[src/hw/rtl/dsm_pkg.sv]
// ----------------------------------------------------------------------------
// dsm_pkg
// Shared types and constants of the data slot map.
// ----------------------------------------------------------------------------
package dsm_pkg;

	localparam int ADDR_BITS      = 48;
	localparam int OFFSET_BITS    = 24;
	localparam int MAP_DEPTH_DEF  = 256;
	localparam int SLOT_BYTES_DEF = 32;
	localparam int HOLE_BYTES     = 8;
	localparam int HOLE_SHIFT     = 3;

	localparam logic [1:0] ACT_NEAR  = 2'd0;
	localparam logic [1:0] ACT_ADD   = 2'd1;
	localparam logic [1:0] ACT_CLEAR = 2'd2;
	localparam logic [1:0] ACT_NOP   = 2'd3;

	localparam logic [1:0] KIND_EXACT = 2'd0;
	localparam logic [1:0] KIND_NEAR  = 2'd1;
	localparam logic [1:0] KIND_NEW   = 2'd2;
	localparam logic [1:0] KIND_NONE  = 2'd3;

	typedef logic [ADDR_BITS-1:0] addr_t;

	typedef enum logic [3:0] {
		ST_IDLE, ST_DISPATCH, ST_LOOP, ST_SRD, ST_SCMP, ST_CRD, ST_CCMP,
		ST_NCHK, ST_NCMP, ST_ALLOC, ST_SHRD, ST_SHWR, ST_DONE
	} state_t;

	typedef enum logic [3:0] {
		OP_NONE, OP_LOAD, OP_CLEAR, OP_NONE_RES, OP_SRD, OP_SCMP, OP_CRD,
		OP_EXACT, OP_NRD, OP_NEAR, OP_FULL, OP_ALLOC, OP_SHRD, OP_SHWR,
		OP_INSERT, OP_EMIT
	} op_t;

	typedef struct packed {
		op_t op;
	} cmd_t;

	typedef struct packed {
		logic [1:0] action;
		logic       lo_lt_hi;
		logic       lo_lt_count;
		logic       key_eq;
		logic       lo_nz;
		logic       near_ok;
		logic       map_full;
		logic       sh_gt_lo;
		logic       out_free;
	} status_t;

endpackage

[src/hw/rtl/dsm_ctrl.sv]
// ----------------------------------------------------------------------------
// dsm_ctrl
// Sequencer: search, exact and near checks, allocation, insertion shift.
// ----------------------------------------------------------------------------
module dsm_ctrl (
	input  logic             clk,
	input  logic             arst_n,
	input  logic             in_valid,
	output logic             in_ready,
	input  dsm_pkg::status_t sts,
	output dsm_pkg::cmd_t    cmd
);
	import dsm_pkg::*;

	state_t state_q, state_d;

	always_ff @(posedge clk or negedge arst_n) begin
		if (!arst_n) begin
			state_q <= ST_IDLE;
		end else begin
			state_q <= state_d;
		end
	end

	always_comb begin
		state_d = state_q;
		case (state_q)
			ST_IDLE:     if (in_valid) state_d = ST_DISPATCH;
			ST_DISPATCH: begin
				if (sts.action inside {ACT_CLEAR, ACT_NOP}) state_d = ST_DONE;
				else state_d = ST_LOOP;
			end
			ST_LOOP:     state_d = sts.lo_lt_hi ? ST_SRD : ST_CRD;
			ST_SRD:      state_d = ST_SCMP;
			ST_SCMP:     state_d = ST_LOOP;
			ST_CRD:      state_d = sts.lo_lt_count ? ST_CCMP : ST_NCHK;
			ST_CCMP:     state_d = sts.key_eq ? ST_DONE : ST_NCHK;
			ST_NCHK: begin
				state_d = (sts.action == ACT_NEAR && sts.lo_nz) ? ST_NCMP : ST_ALLOC;
			end
			ST_NCMP:     state_d = sts.near_ok ? ST_DONE : ST_ALLOC;
			ST_ALLOC:    state_d = sts.map_full ? ST_DONE : ST_SHRD;
			ST_SHRD:     state_d = sts.sh_gt_lo ? ST_SHWR : ST_DONE;
			ST_SHWR:     state_d = ST_SHRD;
			ST_DONE:     if (sts.out_free) state_d = ST_IDLE;
			default:     state_d = ST_IDLE;
		endcase
	end

	always_comb begin
		cmd.op   = OP_NONE;
		in_ready = (state_q == ST_IDLE);
		case (state_q)
			ST_IDLE:     if (in_valid) cmd.op = OP_LOAD;
			ST_DISPATCH: begin
				if (sts.action == ACT_CLEAR) cmd.op = OP_CLEAR;
				else if (sts.action == ACT_NOP) cmd.op = OP_NONE_RES;
			end
			ST_SRD:      cmd.op = OP_SRD;
			ST_SCMP:     cmd.op = OP_SCMP;
			ST_CRD:      if (sts.lo_lt_count) cmd.op = OP_CRD;
			ST_CCMP:     if (sts.key_eq) cmd.op = OP_EXACT;
			ST_NCHK:     if (sts.action == ACT_NEAR && sts.lo_nz) cmd.op = OP_NRD;
			ST_NCMP:     if (sts.near_ok) cmd.op = OP_NEAR;
			ST_ALLOC:    cmd.op = sts.map_full ? OP_FULL : OP_ALLOC;
			ST_SHRD:     cmd.op = sts.sh_gt_lo ? OP_SHRD : OP_INSERT;
			ST_SHWR:     cmd.op = OP_SHWR;
			ST_DONE:     if (sts.out_free) cmd.op = OP_EMIT;
			default:     cmd.op = OP_NONE;
		endcase
	end

	assert property (@(posedge clk) disable iff (!arst_n)
		(state_q == ST_IDLE && in_valid) |=> state_q == ST_DISPATCH)
		else $error("accepted word not dispatched");
	assert property (@(posedge clk) disable iff (!arst_n)
		(state_q == ST_SHWR) |=> state_q == ST_SHRD)
		else $error("shift write not followed by read");
	assert property (@(posedge clk) disable iff (!arst_n)
		(state_q == ST_DONE && !sts.out_free) |=> state_q == ST_DONE)
		else $error("result dropped while output busy");

endmodule

[config.mk]
export PLATFORM = sky130hd
export DESIGN_NAME = dsm_ctrl
export DESIGN_NICKNAME = d
export VERILOG_FILES = /design/src/hw/rtl/dsm_pkg.sv /design/src/hw/rtl/dsm_ctrl.sv
export SDC_FILE = /design/constraint.sdc
export NUM_CORES = 1
export LEC_CHECK = 0
export BUFFER_PORTS_ARGS = -buffer_cell sky130_fd_sc_hd__buf_4
export CAP_MARGIN = 30
export CORE_AREA = 4 4 41 43
export CTS_BUF_LIST = sky130_fd_sc_hd__clkbuf_8
export DETAILED_ROUTE_END_ITERATION = 7
export DIE_AREA = 0 0 45 47
export PLACE_DENSITY = 0.7
export SLEW_MARGIN = 20
export SYNTH_ARGS = -nofsm -noshare
export SYNTH_HDL_FRONTEND = slang
export SYNTH_SLANG_ARGS = --single-unit
export TNS_END_PERCENT = 1
[constraint.sdc]
create_clock -name clk -period 2 [get_ports clk]
set_input_delay 0.3 -clock clk [delete_from_list [all_inputs] [get_ports clk]]
set_output_delay 0.3 -clock clk [all_outputs]
set_load 0.02 [all_outputs]
; After elaboration in Yosys (flattened, before gate mapping)
; Cells that the tools add are included.
[op_classes]
eq_ne = 16
mux = 22
n_reduce_logical = 5
[ops]
columns = op, n
row1 = $pmux 4 s13, 1
row2 = $pmux 4 s12, 1
row3 = $mux 4, 7
row4 = $eq 4x4->1 const B, 5
row5 = $mux 3, 6
row6 = $eq 4x3->1 const B, 4
row7 = $eq 4x2->1 const B, 2
row8 = $mux 2, 3
row9 = $eq 2x2->1 const B, 2
row10 = $eq 4x1->1 const B, 1
row11 = $logic_not 4->1, 1
row12 = $mux 1, 4
row13 = $ne 2x2->1 const B, 2
row14 = $logic_not 2->1, 1
row15 = $reduce_and 2->1, 1
row16 = $reduce_bool 2->1, 1
row17 = $logic_and 1x1->1, 1
[totals]
ff_bits = 4
inputBits = 13
output_inout_bits = 5
word_cells = 44

; Longest topological paths before layout
[depth]
ltp_word = 4
mapped_depth = 5
depth_no_buf = 4

; Worst setup path before layout
; OpenSTA, ideal clock, no wires.
[synth_timing]
path_type = register to output
from = reg state_q[2]
to = out cmd[0] (netlist name)
arrival_time_ns = 1.520
t_required_ns = 1.700
setup_slack_ns = 0.180
stages_incl_launch_ff = 4
n_path_buf = 2
path_cell_list = dfrtp_1 > buf_6 > clkbuf_1 > o41ai_1
[synth_rtl]
columns = element, line_no
row1 = from (decl), dsm_ctrl.sv:15  ; state_t state_q, state_d;
row2 = from (signal assigned), dsm_ctrl.sv:21  ; state_q <= state_d;
row3 = to (decl), dsm_ctrl.sv:11  ; output dsm_pkg::cmd_t cmd

==> results.tsv <==
stage	metric	value	unit
clock_network	cts_root_buf	clkbuf_8	
yosys	syn_area	585.6	sq um
yosys	synth_top_cell_area_share	17.09	%
yosys	ys_ff_latch	4	
job	max-cap-violations	0	
grt	grt_pass1_vias	643	
yosys	synth_cell_type_count	39	
power	power_switching	621.7	uW
yosys	synth.net_count	95	
placement	place.gp.congestion	0.8813	
timing	finalHoldViolations	0	
yosys	synth_edf_count	0	
power	p_leak	0.3232	nW
routing	drc_errors	0	
worst_setup_path	cp-start-kind	register	
yosys	synth_area_leaders	dfrtp_1 17%, nand2b_1 5.3%, o21ai_0 5.1%, nand2_1 5.1%, o311ai_1 4.5%	
finish	drive_above_1_share	31.68	%
yosys	synth_top_cell_by_area	dfrtp_1	
finish	fin_nets	116	
worst_setup_path	timing.rr.end	state_q[0]	
finish	top_regs	state_q (4)	
die	die_w	45	um
timing	tns	0	ns
grt	grt_max_degree	24	
placement	place_hpwl	1319	um
hold_path	hold_class	input port to asynchronous set/reset pin	
timing	max_slew_margin	79.80	%
grt	grt_pass1_wl	2898	um
timing	clock_skew	0.001077	ns
clock_network	clk_pin_slew_worst_paths	0.04	ns
worst_setup_path	reg2regPathDepth	4	
power	intPower	649.1	uW
finish	largest_reg_flops	4	
routing	via_count	753	
power	swShare	48.92	%
clock_network	clock_latency	0.22	ns
grt	grt_antenna_before_repair	0	
timing	hold-worst-slack	0.4162	ns
timing	rsz0062_at_grt	no	
worst_setup_path	critPathArrivalTime	1.58	ns
run_status	outcome	finished, final reports clean	
power	share_comb_of_total_power	67.5	%
timing	worst_pin_slew	0.2991	ns
yosys	synth-async-reset-ratio	100.0	%
worst_setup_path	crit_required	1.70	ns
yosys	yosysWarnings	0	
power	irDropWorstVdd	0.7749	mV
worst_setup_path	cp-end-kind	primary output	
yosys	avgSynthCellArea	7.141	sq um
yosys	synth_cells	82	
timing	period_needed	1.878	ns
die	core	1301	sq um
finish	syn2layout_area_growth	34.40	%
routing	ant_nets	0	
die	initial_core_util	45.00	%
routing	wl_per_cell	15.60	um
worst_setup_path	crit_path_max_fanout	9	
die	rows	13	
clock_network	cts_tree	done	
die	die_y	47	um
timing	max_freq	532.6	MHz
grt	grt.overflow.total	0	
yosys	dominantRegCellSynth	dfrtp_1	
timing	fin_crit_sh	93.88	%
worst_setup_path	timing.rr.start	state_q[1]	
clock_network	cts_max_path_buffers	2	
routing	vias_per_cell	6.491	
worst_setup_path	r2r_slack	0.44	ns
power	clkPwrFrac	14.3	%
clock_network	h-tree-depth	1	
grt	grtUsageTotal	19.08	%
timing	setup_viol	0	
routing	drt_iter0_drc	35	
placement	io_buffers	17	
die	io_pins	18	
clock_network	cts_buffers	3	
clock_network	cts.sinks	4	
routing	routed_wl	1810	um
yosys	ys_seq_area_share	17.09	%
power	powerDensity	1615	nW/um^2
die	fp.dieArea	2115	sq um
routing	drt_first_pass_iters	4	
timing	slew_viol_final	0	
finish	num_antenna_cells	0	
worst_setup_path	path_class	register to primary output	
finish	finalCoreUtilization	60.48	%
finish	largest-register	state_q	
power	sequentialPowerShare	18.2	%
-- kinds of logic after synthesis --
family                 synth area share (%)
AOI/OAI and AO/OA                     39.11
buffers and inverters                 10.90
DFF                                   17.09
and+or+nand+nor                       32.91
-- worst max path at each step --
stage / start / end / cells after the start
4_1_cts: state_q[0] / cmd[1] / 5
3_3_place_gp: state_q[1] / cmd[1] / 5
6_report: state_q[3] / cmd[0] / 5
3_5_place_dp: state_q[1] / cmd[1] / 5
5_1_grt: state_q[1] / cmd[1] / 5
2_1_floorplan: state_q[2] / cmd[0] / 3
-- power groups by stage --
stage	logic (mW)	registers (mW)	clock network (mW)
5_1_grt	0.935	0.242	0.196
4_1_cts	0.808	0.237	0.179
3_5_place_dp	0.801	0.235	0
2_1_floorplan	0.652	0.147	0
6_report	0.858	0.231	0.182
3_3_place_gp	0.789	0.238	0
-- layout by cell type (no fill, tap or decap), drive strengths merged, types with 4 or more instances in the layout --
cell type and instances:
nor2 6, inv 4, nand2b 5, clkbuf 4
dfrtp 4, buf 21, a21oi 4, o21ai 7
nand2 8
-- Yosys cell counts, drive strengths merged, types with 2 or more instances --
library cell,instances
a211oi,2
a21oi,4
and2b,2
buf,6
dfrtp,4
inv,4
nand2,8
nand2b,5
nand3b,2
nor2,6
nor2b,3
nor3,3
o21ai,7
o21bai,2
o221ai,2
o311ai,3
-- metrics by stage --
stage / area [sq um] / std cells / setup WS (ns) / power, mW
final: 787.0 / 116 / 0.1224 / 1.271
after global routing: 787.0 / 116 / 0.001382 / 1.373
after CTS: 765.7 / 115 / 0.02555 / 1.224
after detailed placement: 713.2 / 111 / 0.1973 / 1.036
after global placement: 713.2 / 111 / 0.2436 / 1.027
after floorplan: 585.6 / 82 / 0.1802 / 0.7990
-- worst max-delay path, stage by stage, from the launching register on --
cell and delay, ns:
dfrtp_1 0.49, nor2b_2 0.29, nand3_1 0.14, o31a_1 0.15
o41ai_1 0.07, buf_4 0.20
-- final cells by class --
type                            count  area, sq um
Tap cell                           15        18.77
Timing Repair Buffer               23        175.2
Clock buffer                        3        41.29
Sequential cell                     4        105.1
Fill cell                         126        514.2
Inverter                            4        15.01
Multi-Input combinational cell     67        431.7
-- layer usage --
layer	wire length [um]	track usage, %	share of wire [%]
met2	885	29.94	49
met4	39	10.53	2.2
met1	686	24.49	38
met5	0	0	0
met3	198	3.831	11
-- timing repair --
action | 4_1_cts | 5_1_grt
pin swaps | 0 | 1
resized for setup | 1 | 6
hold buffers | 1 | 0
setup buffers | 0 | 1
endpoints found under the hold margin | 4 | 0
gates cloned | 0 | 0
setup endpoints to repair | 3 | 4
No activity file was read; power rests on OpenSTA's default activity.
